File: src/hdl/tetacc_pkg.sv
// Shared types and constants for the tick energy time accumulator.
package tetacc_pkg;

   localparam int unsigned PRESCALE_W = 7;
   localparam int unsigned TIMEOUT_W  = 9;
   localparam int unsigned TICKS_W    = 8;
   localparam int unsigned UNITS_W    = 6;
   localparam int unsigned HOURS_W    = 16;
   localparam int unsigned LEVEL_W    = 8;
   localparam int unsigned SUM_W      = 10;
   localparam int unsigned PRODUCT_W  = 16;
   localparam int unsigned NUM_CHAN   = 3;

   localparam logic [PRESCALE_W-1:0] SCAN_TICKS    = 7'd100;
   localparam logic [TIMEOUT_W-1:0]  MAINS_TICKS   = 9'd500;
   localparam logic [PRODUCT_W-1:0]  PRODUCT_LIMIT = 16'd30000;
   localparam logic [UNITS_W:0]      UNITS_WRAP    = 7'd60;

   typedef enum logic [1:0] {
      ACT_TICK        = 2'd0,
      ACT_MAINS       = 2'd1,
      ACT_SCAN_TAKEN  = 2'd2,
      ACT_RECORD_TAKEN = 2'd3
   } action_type;

   typedef struct packed {
      action_type action;
      logic       signal_level;
      logic       chan1_on;
      logic       chan2_on;
      logic       chan3_on;
      logic       heat_alarm;
   } req_type;

   typedef struct packed {
      logic               signal_seen;
      logic               scan_request;
      logic               mains_present;
      logic               record_request;
      logic [UNITS_W-1:0] run_seconds;
      logic [UNITS_W-1:0] run_minutes;
      logic [HOURS_W-1:0] run_hours;
   } rsp_type;

   // Control from the tick unit to the energy unit
   typedef struct packed {
      logic tick;
      logic count_en;
      logic record_take;
   } ctl_type;

endpackage

File: src/hdl/tetacc_tick.sv
// Tick unit: pin sample, scan prescaler and mains timeout.
module tetacc_tick import tetacc_pkg::*; (
   input  logic    clock,
   input  logic    reset,
   input  logic    accept,
   input  req_type req,
   output ctl_type ctl,
   output logic    signal_seen_in,
   output logic    scan_request_in,
   output logic    mains_present_in
);

   logic [PRESCALE_W-1:0] prescale_ff, prescale_in, prescale_inc;
   logic [TIMEOUT_W-1:0]  timeout_ff, timeout_in, timeout_inc;
   logic                  signal_ff, scan_ff, mains_ff;

   assign prescale_inc = prescale_ff + PRESCALE_W'(1);
   assign timeout_inc  = timeout_ff + TIMEOUT_W'(1);

   always_comb begin
      prescale_in      = prescale_ff;
      timeout_in       = timeout_ff;
      signal_seen_in   = signal_ff;
      scan_request_in  = scan_ff;
      mains_present_in = mains_ff;
      ctl.tick         = 1'b0;
      ctl.record_take  = 1'b0;
      unique case (req.action)
         ACT_TICK: begin
            ctl.tick       = 1'b1;
            signal_seen_in = req.signal_level;
            if (!scan_ff) begin
               if (prescale_inc >= SCAN_TICKS) begin
                  prescale_in     = '0;
                  scan_request_in = 1'b1;
               end else begin
                  prescale_in = prescale_inc;
               end
            end
            if (mains_ff) begin
               // expire the mark; counting is skipped on this same tick
               if (timeout_inc >= MAINS_TICKS) begin
                  timeout_in       = '0;
                  mains_present_in = 1'b0;
               end else begin
                  timeout_in = timeout_inc;
               end
            end
         end
         ACT_MAINS:        mains_present_in = 1'b1;
         ACT_SCAN_TAKEN:   scan_request_in  = 1'b0;
         ACT_RECORD_TAKEN: ctl.record_take  = 1'b1;
         default:          ctl.record_take  = 1'b0;
      endcase
      ctl.count_en = ctl.tick && mains_present_in && !req.heat_alarm;
   end

   always_ff @(posedge clock) begin
      if (reset) begin
         prescale_ff <= '0;
         timeout_ff  <= '0;
         signal_ff   <= 1'b0;
         scan_ff     <= 1'b0;
         mains_ff    <= 1'b0;
      end else if (accept) begin
         prescale_ff <= prescale_in;
         timeout_ff  <= timeout_in;
         signal_ff   <= signal_seen_in;
         scan_ff     <= scan_request_in;
         mains_ff    <= mains_present_in;
      end
   end

endmodule

File: src/hdl/tetacc_energy.sv
// Energy unit: channel tick counters, weighted product and time cascade.
module tetacc_energy import tetacc_pkg::*; (
   input  logic               clock,
   input  logic               reset,
   input  logic               accept,
   input  req_type            req,
   input  ctl_type            ctl,
   input  logic [LEVEL_W-1:0] weight,
   output logic               record_request_in,
   output logic [UNITS_W-1:0] seconds_in,
   output logic [UNITS_W-1:0] minutes_in,
   output logic [HOURS_W-1:0] hours_in
);

   logic [TICKS_W-1:0]           ticks_ff [NUM_CHAN];
   logic [TICKS_W-1:0]           ticks_in [NUM_CHAN];
   logic [TICKS_W-1:0]           ticks_inc [NUM_CHAN];
   logic [NUM_CHAN-1:0]          chan_on;
   logic [SUM_W-1:0]             sum;
   logic [SUM_W+LEVEL_W-1:0]     product;
   logic                         roll;
   logic [UNITS_W:0]             sec_inc, min_inc;
   logic                         record_ff;
   logic [UNITS_W-1:0]           seconds_ff, minutes_ff;
   logic [HOURS_W-1:0]           hours_ff;

   assign chan_on = {req.chan3_on, req.chan2_on, req.chan1_on};

   always_comb begin
      for (int k = 0; k < NUM_CHAN; k++) begin
         ticks_inc[k] = ticks_ff[k] + TICKS_W'(ctl.count_en && chan_on[k]);
      end
      sum     = SUM_W'(ticks_inc[0]) + SUM_W'(ticks_inc[1]) + SUM_W'(ticks_inc[2]);
      product = SUM_W'(sum) * weight;
      roll    = ctl.tick && (product[PRODUCT_W-1:0] >= PRODUCT_LIMIT);
      sec_inc = {1'b0, seconds_ff} + (UNITS_W+1)'(1);
      min_inc = {1'b0, minutes_ff} + (UNITS_W+1)'(1);

      for (int k = 0; k < NUM_CHAN; k++) begin
         ticks_in[k] = ctl.tick ? (roll ? '0 : ticks_inc[k]) : ticks_ff[k];
      end
      record_request_in = ctl.record_take ? 1'b0 : record_ff;
      seconds_in        = seconds_ff;
      minutes_in        = minutes_ff;
      hours_in          = hours_ff;
      // advance the cascade: seconds, then minutes, then hours
      if (roll) begin
         if (sec_inc >= UNITS_WRAP) begin
            seconds_in        = '0;
            record_request_in = 1'b1;
            if (min_inc >= UNITS_WRAP) begin
               minutes_in = '0;
               hours_in   = hours_ff + HOURS_W'(1);
            end else begin
               minutes_in = min_inc[UNITS_W-1:0];
            end
         end else begin
            seconds_in = sec_inc[UNITS_W-1:0];
         end
      end
   end

   always_ff @(posedge clock) begin
      if (reset) begin
         for (int k = 0; k < NUM_CHAN; k++) begin
            ticks_ff[k] <= '0;
         end
         record_ff  <= 1'b0;
         seconds_ff <= '0;
         minutes_ff <= '0;
         hours_ff   <= '0;
      end else if (accept) begin
         for (int k = 0; k < NUM_CHAN; k++) begin
            ticks_ff[k] <= ticks_in[k];
         end
         record_ff  <= record_request_in;
         seconds_ff <= seconds_in;
         minutes_ff <= minutes_in;
         hours_ff   <= hours_in;
      end
   end

endmodule

File: src/hdl/tick_energy_time_accumulator.sv
// Top level of the tick energy time accumulator with handshakes and result register.
//
//   channel | ports                          | carries
//   --------+--------------------------------+--------------------------------
//   req     | req_valid, req_ready, req_payload | one action with pin and enables
//   rsp     | rsp_valid, rsp_ready, rsp_payload | flags and run time after it
//   csr     | csr_valid, csr_ready, csr_data  | power level weight
//
// State and the result register update at the accepting edge and the
// result is offered on the next cycle.
// A new request is taken every cycle while the result is taken or absent.
// A stalled result holds in the register and blocks further requests.
// Synchronous reset clears all counters, flags and the power level.
module tick_energy_time_accumulator import tetacc_pkg::*; (
   input  logic               clock,
   input  logic               reset,
   input  logic               req_valid,
   output logic               req_ready,
   input  req_type            req_payload,
   output logic               rsp_valid,
   input  logic               rsp_ready,
   output rsp_type            rsp_payload,
   input  logic               csr_valid,
   output logic               csr_ready,
   input  logic [LEVEL_W-1:0] csr_data
);

   logic               accept;
   logic               rsp_valid_ff, rsp_valid_in;
   rsp_type            rsp_ff, rsp_in;
   logic [LEVEL_W-1:0] weight_ff;
   ctl_type            ctl;
   logic               signal_seen_in, scan_request_in, mains_present_in;
   logic               record_request_in;
   logic [UNITS_W-1:0] seconds_in, minutes_in;
   logic [HOURS_W-1:0] hours_in;

   assign req_ready = !rsp_valid_ff || rsp_ready;
   assign accept    = req_valid && req_ready;
   assign csr_ready = 1'b1;
   assign rsp_valid = rsp_valid_ff;
   assign rsp_payload = rsp_ff;
   assign rsp_valid_in = accept || (rsp_valid_ff && !rsp_ready);

   tetacc_tick u_tick (
      .clock            (clock),
      .reset            (reset),
      .accept           (accept),
      .req              (req_payload),
      .ctl              (ctl),
      .signal_seen_in   (signal_seen_in),
      .scan_request_in  (scan_request_in),
      .mains_present_in (mains_present_in)
   );

   tetacc_energy u_energy (
      .clock             (clock),
      .reset             (reset),
      .accept            (accept),
      .req               (req_payload),
      .ctl               (ctl),
      .weight            (weight_ff),
      .record_request_in (record_request_in),
      .seconds_in        (seconds_in),
      .minutes_in        (minutes_in),
      .hours_in          (hours_in)
   );

   always_comb begin
      rsp_in.signal_seen    = signal_seen_in;
      rsp_in.scan_request   = scan_request_in;
      rsp_in.mains_present  = mains_present_in;
      rsp_in.record_request = record_request_in;
      rsp_in.run_seconds    = seconds_in;
      rsp_in.run_minutes    = minutes_in;
      rsp_in.run_hours      = hours_in;
   end

   always_ff @(posedge clock) begin
      if (reset) begin
         rsp_valid_ff <= 1'b0;
         weight_ff    <= '0;
      end else begin
         rsp_valid_ff <= rsp_valid_in;
         if (csr_valid && csr_ready) begin
            weight_ff <= csr_data;
         end
      end
   end

   // hold the result until taken
   always_ff @(posedge clock) begin
      if (accept) begin
         rsp_ff <= rsp_in;
      end
   end

endmodule

File: config.mk
export PLATFORM = sky130hd
export DESIGN_NAME = tick_energy_time_accumulator
export DESIGN_NICKNAME = d
export VERILOG_FILES = /design/src/hdl/tetacc_pkg.sv /design/src/hdl/tetacc_tick.sv /design/src/hdl/tetacc_energy.sv /design/src/hdl/tick_energy_time_accumulator.sv
export SDC_FILE = /design/constraint.sdc
export NUM_CORES = 1
export LEC_CHECK = 0
export BUFFER_PORTS_ARGS = -buffer_cell sky130_fd_sc_hd__buf_4
export CAP_MARGIN = 20
export CORE_ASPECT_RATIO = 0.9
export CORE_MARGIN = 5
export CORE_UTILIZATION = 45
export DETAILED_ROUTE_END_ITERATION = 16
export HOLD_SLACK_MARGIN = 0.06
export PLACE_DENSITY = 0.71
export SYNTH_ARGS = -nofsm -noshare
export SYNTH_HDL_FRONTEND = slang
export SYNTH_SLANG_ARGS = --single-unit
File: constraint.sdc
create_clock -name clock -period 22.3 [get_ports clock]
set_clock_uncertainty 0.05 [all_clocks]
set_input_delay 3.345 -clock clock [delete_from_list [all_inputs] [get_ports clock]]
set_output_delay 3.345 -clock clock [all_outputs]
set_load 0.05 [all_outputs]
==> reports/results.txt, run 1 <==
worst-skew pair later-pin latency = 0.43 ns
Worst-path clk slew = 0.06 ns
post-synthesis sequential area ratio = 0.322
Synth warnings = 0
root buf cell = clkbuf_16
WL/cell = 14.9 um
Worst Path Required = 22.42 ns
clock sink total = 113
Final Hold Fails = 0
CP Class = in2reg
Slew Viols, Final = 0
DRT iter0 DRCs = 398
Post-synth EDFFs = 56
Vias/cell = 5.42
Crit Path Max Fanout = 29
total gr overflow = 0
leakage = 0.00432 uW
overall power = 747 uW
CTS buffer count = 17
PnR worst setup slack = 8.58 ns
initial antenna violation count = 0
peak supply drop = 0.0529 mV
outcome = finished clean
Syn Area/Cell = 9.09 um^2
Routed Wire Length = 18900 um
share of cells above drive strength 1 = 0.108
FFs w/ async S/R, synth = 0
post-CTS setup buffer count = 0
first-pass GRT wire length = 32000 um
CP max stage cell = nor4b_1
DIE AREA = 22400 um^2
routability cong. = 0.854
DR vias = 6890
Die Width = 157 um
Arr. time, crit path = 13.83 ns
crit end category = flop
RSZ-0062 raised after global routing = no
most frequent cells in the layout = nor2_1, inv_1, a21oi_1
setup_tns = 0 ns
Area growth, synth to finish = 13.3%
# IOs = 55
crit-path leading delay family = simple AND/OR/NAND/NOR gates
starting density of the core = 0.457
Fill cells = 1765
slowest stage delay, CP = 0.84 ns
FF+latch count, synth = 113
Hold Path Class = reg2reg
post_cts resized = 0
antenna cells = 0
CTS H-tree depth = 4
GRT Overall Usage = 0.175
detailed placement HPWL = 13900 um
Yosys cell types = 66
pin count of the biggest net entering global routing = 56
Worst path most repeated cell = ha_1
pre-CTS setup slack = 8.31 ns
commonest non-fill, non-tap cell in the layout = nor2_1
Rel. slew slack = 0.298
Post-DRT Antenna Nets = 0
Net Count, Synth = 1091
Worst-Margin Slew = 1.05 ns
drt pass-1 iters = 5
# port buffers = 53
drc violations = 0
Critical path buffers and inverters = 4
Die H = 142 um
Cells after Synth = 964
post-layout min period = 13.72 ns
Bufs on Longest Clock Path = 2
Core ar. = 19200 um^2
synthesized area = 8760 um^2
Final period util = 0.615
# rows = 48
PwrDens = 75.2 nW/um^2
Max Cap Viol = 0
CTS tree = yes
setup violators final = 0
Hold-fix buffers, CTS = 0
FMAX = 72.9 MHz
Final nets = 1135
vias in the first global route = 6577
Primary FF master, synth = dfxtp_1
crit start category = input pin
==> layout make-up <==
class	instances	area (um^2)	area share
Timing Repair Buffer	57	425	0.0428
Clock buffer	17	425	0.0428
Inverter	83	312	0.0314
Multi-Input combinational cell	736	5500	0.554
Tap cell	250	313	0.0315
Sequential cell	113	2820	0.284
Clock inverter	15	136	0.0137
==> synthesized netlist by cell type (28+ instances only) <==
| master | number | area [um^2] |
|---|---|---|
| ha_1 | 58 | 726 |
| and2_1 | 48 | 300 |
| xnor2_1 | 28 | 245 |
| a21oi_1 | 66 | 330 |
| xor2_1 | 30 | 263 |
| inv_1 | 83 | 312 |
| dfxtp_1 | 57 | 1140 |
| and3_1 | 38 | 238 |
| nand3_1 | 37 | 185 |
| o21ai_0 | 43 | 215 |
| fa_1 | 49 | 981 |
| nor2_1 | 84 | 315 |
| nand2_1 | 64 | 240 |
| edfxtp_1 | 56 | 1680 |
==> flip-flops by register name, summed over array words and instances (netlist names) <==
name                 count
u_energy.hours_ff       16
u_energy.ticks_ff       24
u_tick.signal_ff         1
u_energy.seconds_ff      6
u_tick.timeout_ff        9
rsp_payload             32
u_tick.scan_ff           1
weight_ff                8
rsp_valid                1
u_energy.record_ff       1
u_tick.mains_ff          1
u_tick.prescale_ff       7
u_energy.minutes_ff      6
==> metal layers <==
metal / track usage / vias up / share of wire / routed length [um]
li1: - / 3447 / - / -
met5: 0 / - / 0 / 0
met1: 0.251 / 3281 / 0.50 / 9450
met4: 0.0349 / 0 / 0.0073 / 138
met2: 0.274 / 152 / 0.45 / 8440
met3: 0.0423 / 10 / 0.047 / 892
==> worst min-delay path: cells and delay by family, from the launching register on <==
family	cells	cell delay, ns
flops	1	0.31
simple gates	1	0.05
compound gates	1	0.05
==> logic make-up after synthesis <==
| group | share of synthesized area |
|---|---|
| other | 0.000428 |
| buffers and inverters | 0.0507 |
| AOI/OAI and AO/OA | 0.123 |
| and+or+nand+nor | 0.223 |
| adders and majority gates | 0.196 |
| muxes | 0.0226 |
| DFF | 0.322 |
| xor gates and xnor gates | 0.0617 |
==> power breakdown <==
| group | switching [uW] | leakage, uW | internal (uW) |
|---|---|---|---|
| Clock | 112 | 0.000278 | 147 |
| Combinational | 158 | 0.00302 | 96.3 |
| Sequential | 6.88 | 0.00103 | 226 |
==> through the flow <==
step                cells  area [um^2]  hold WS [ns]  utilization
finish               1271         9930         0.404        0.518
global placement     1238         9370         0.390        0.489
CTS                  1270         9930         0.407        0.518
floorplan             964         8760         0.384            -
detailed placement   1238         9370         0.398        0.489
global route         1271         9930         0.432        0.518
==> final timing paths <==
path                                      startpoint                       to  slack, ns  cells past startpoint
worst min register to register      u_tick.signal_ff         u_tick.signal_ff       0.40                      2
worst min-delay path                u_tick.signal_ff         u_tick.signal_ff       0.40                      2
worst max-delay path                  req_payload[6]  u_energy.ticks_ff[0][2]       8.58                     37
worst max register to register  u_tick.timeout_ff[0]  u_energy.ticks_ff[0][2]      10.70                     40
(Power assumes the default switching activity.)
==> run 2, diff against run 1 <==
clock period = 13.05 ns   (was 22.3 ns; I/O delays follow)
==> run 2 against run 1 <==
  * First-iteration DRC count up 3.0%
  * Flip-flop and latch count unchanged
  * Worst setup slack worse by 7.8 ns
  * Register-to-register slack worse by 9.3 ns
  * Utilization up 0.10 points
  * Largest cell class unchanged
  * Power up 72%
==> reports/results.txt, run 2 (same netlist as run 1, synthesis figures left out) <==
CP Launch Point = req_payload[6]
FMAX = 81.2 MHz
fin area = 9950 um^2
Crit Path Max Fanout = 29
detailed placement HPWL = 13900 um
PwrDens = 129 nW/um^2
GRT Overall Usage = 0.173
first-pass GRT wire length = 31800 um
leakage = 0.00432 uW
Worst-path clk slew = 0.06 ns
commonest non-fill, non-tap cell in the layout = nor2_1
Worst Hold Launch = u_tick.signal_ff
Final Hold Fails = 0
Final period util = 0.944
outcome = finished clean
Routed Wire Length = 19000 um
crit start category = input pin
worst reg2reg path depth = 43
pre-CTS setup slack = 0.500 ns
# rows = 48
GRT busiest layer = met2
Hold Path Class = reg2reg
Min Hold Slack = 0.410 ns
Slew Viols, Final = 0
Hold-fix buffers, CTS = 0
CTS buffer count = 17
DRT iter0 DRCs = 410
Max Cap Viol = 0
setup_tns = 0 ns
Final nets = 1136
DP Area = 9370 um^2
CTS H-tree depth = 4
Arr. time, crit path = 12.43 ns
met2 Use GR = 0.263
CP Class = in2reg
met1 usage = 0.253
met3 Use GR = 0.0386
Die H = 142 um
# port buffers = 53
WHS Path Cells = 2
Rel. slew slack = 0.258
CTS tree = yes
DIE AREA = 22400 um^2
Post-DRT Antenna Nets = 0
drt pass-1 iters = 7
initial antenna violation count = 0
Vias/cell = 5.41
drc violations = 0
post_cts resized = 0
max FFs per register = 32
PnR worst setup slack = 0.733 ns
worst r2r src = u_tick.timeout_ff[0]
setup violators final = 0
slowest stage delay, CP = 0.84 ns
most frequent cells in the layout = nor2_1, inv_1, a21oi_1
post-layout min period = 12.32 ns
routability cong. = 0.855
Die Width = 157 um
Worst Path Required = 13.16 ns
Bufs on Longest Clock Path = 2
Core Util, Final = 0.519
crit end category = flop
starting density of the core = 0.457
post-CTS setup buffer count = 0
peak supply drop = 0.0878 mV
root buf cell = clkbuf_16
CP max stage cell = nor4b_1
pin count of the biggest net entering global routing = 56
Core ar. = 19200 um^2
RSZ-0062 raised after global routing = no
antenna cells = 0
DR vias = 6887
WL/cell = 15.0 um
Area growth, synth to finish = 13.5%
total gr overflow = 0
vias in the first global route = 6521
worst-skew pair later-pin latency = 0.42 ns
clock sink total = 113
share of cells above drive strength 1 = 0.109
# IOs = 55
Worst-Margin Slew = 1.11 ns
==> run 2: worst max-delay path: cells and delay by family <==
family / cells / cell delay (ns)
compound gates: 10 / 2.10
buf+inv: 5 / 0.40
simple gates: 12 / 3.47
fa+ha+maj: 9 / 3.46
xor+xnor: 4 / 1.02
==> run 2: worst paths after layout <==
kind | endpoint | slack (ns)
max | u_energy.ticks_ff[0][2] | 0.73
min | u_tick.signal_ff | 0.41
max reg2reg | u_energy.ticks_ff[0][2] | 1.44
min reg2reg | u_tick.signal_ff | 0.41
==> run 2: layout make-up <==
class | count | area [um^2]
flip-flops and latches | 113 | 2820
multi-input cells | 736 | 5500
clock buffers | 17 | 425
clock inverters | 15 | 149
inverters | 83 | 312
well taps | 250 | 313
fillers | 1763 | 9210
repair buffers | 58 | 433
==> run 2: metal layers <==
layer | routed length, um | part of all wire | vias to the layer above
met4 | 170 | 0.0089 | 0
li1 | - | - | 3437
met1 | 9580 | 0.50 | 3319
met3 | 706 | 0.037 | 15
met2 | 8560 | 0.45 | 116
met5 | 0 | 0 | -
==> run 2: report_power, final <==
part / total (uW) / internal, uW / switching [uW]
Clock: 447 / 267 / 180
Combinational: 436 / 166 / 270
Sequential: 397 / 386 / 11.7
Total: 1280 / 819 / 462
==> run 2: through the flow <==
step	power [uW]	instances
after floorplan	737	964
after global placement	831	1239
after detailed placement	838	1239
after CTS	1290	1271
after global routing	1370	1272
final	1280	1272
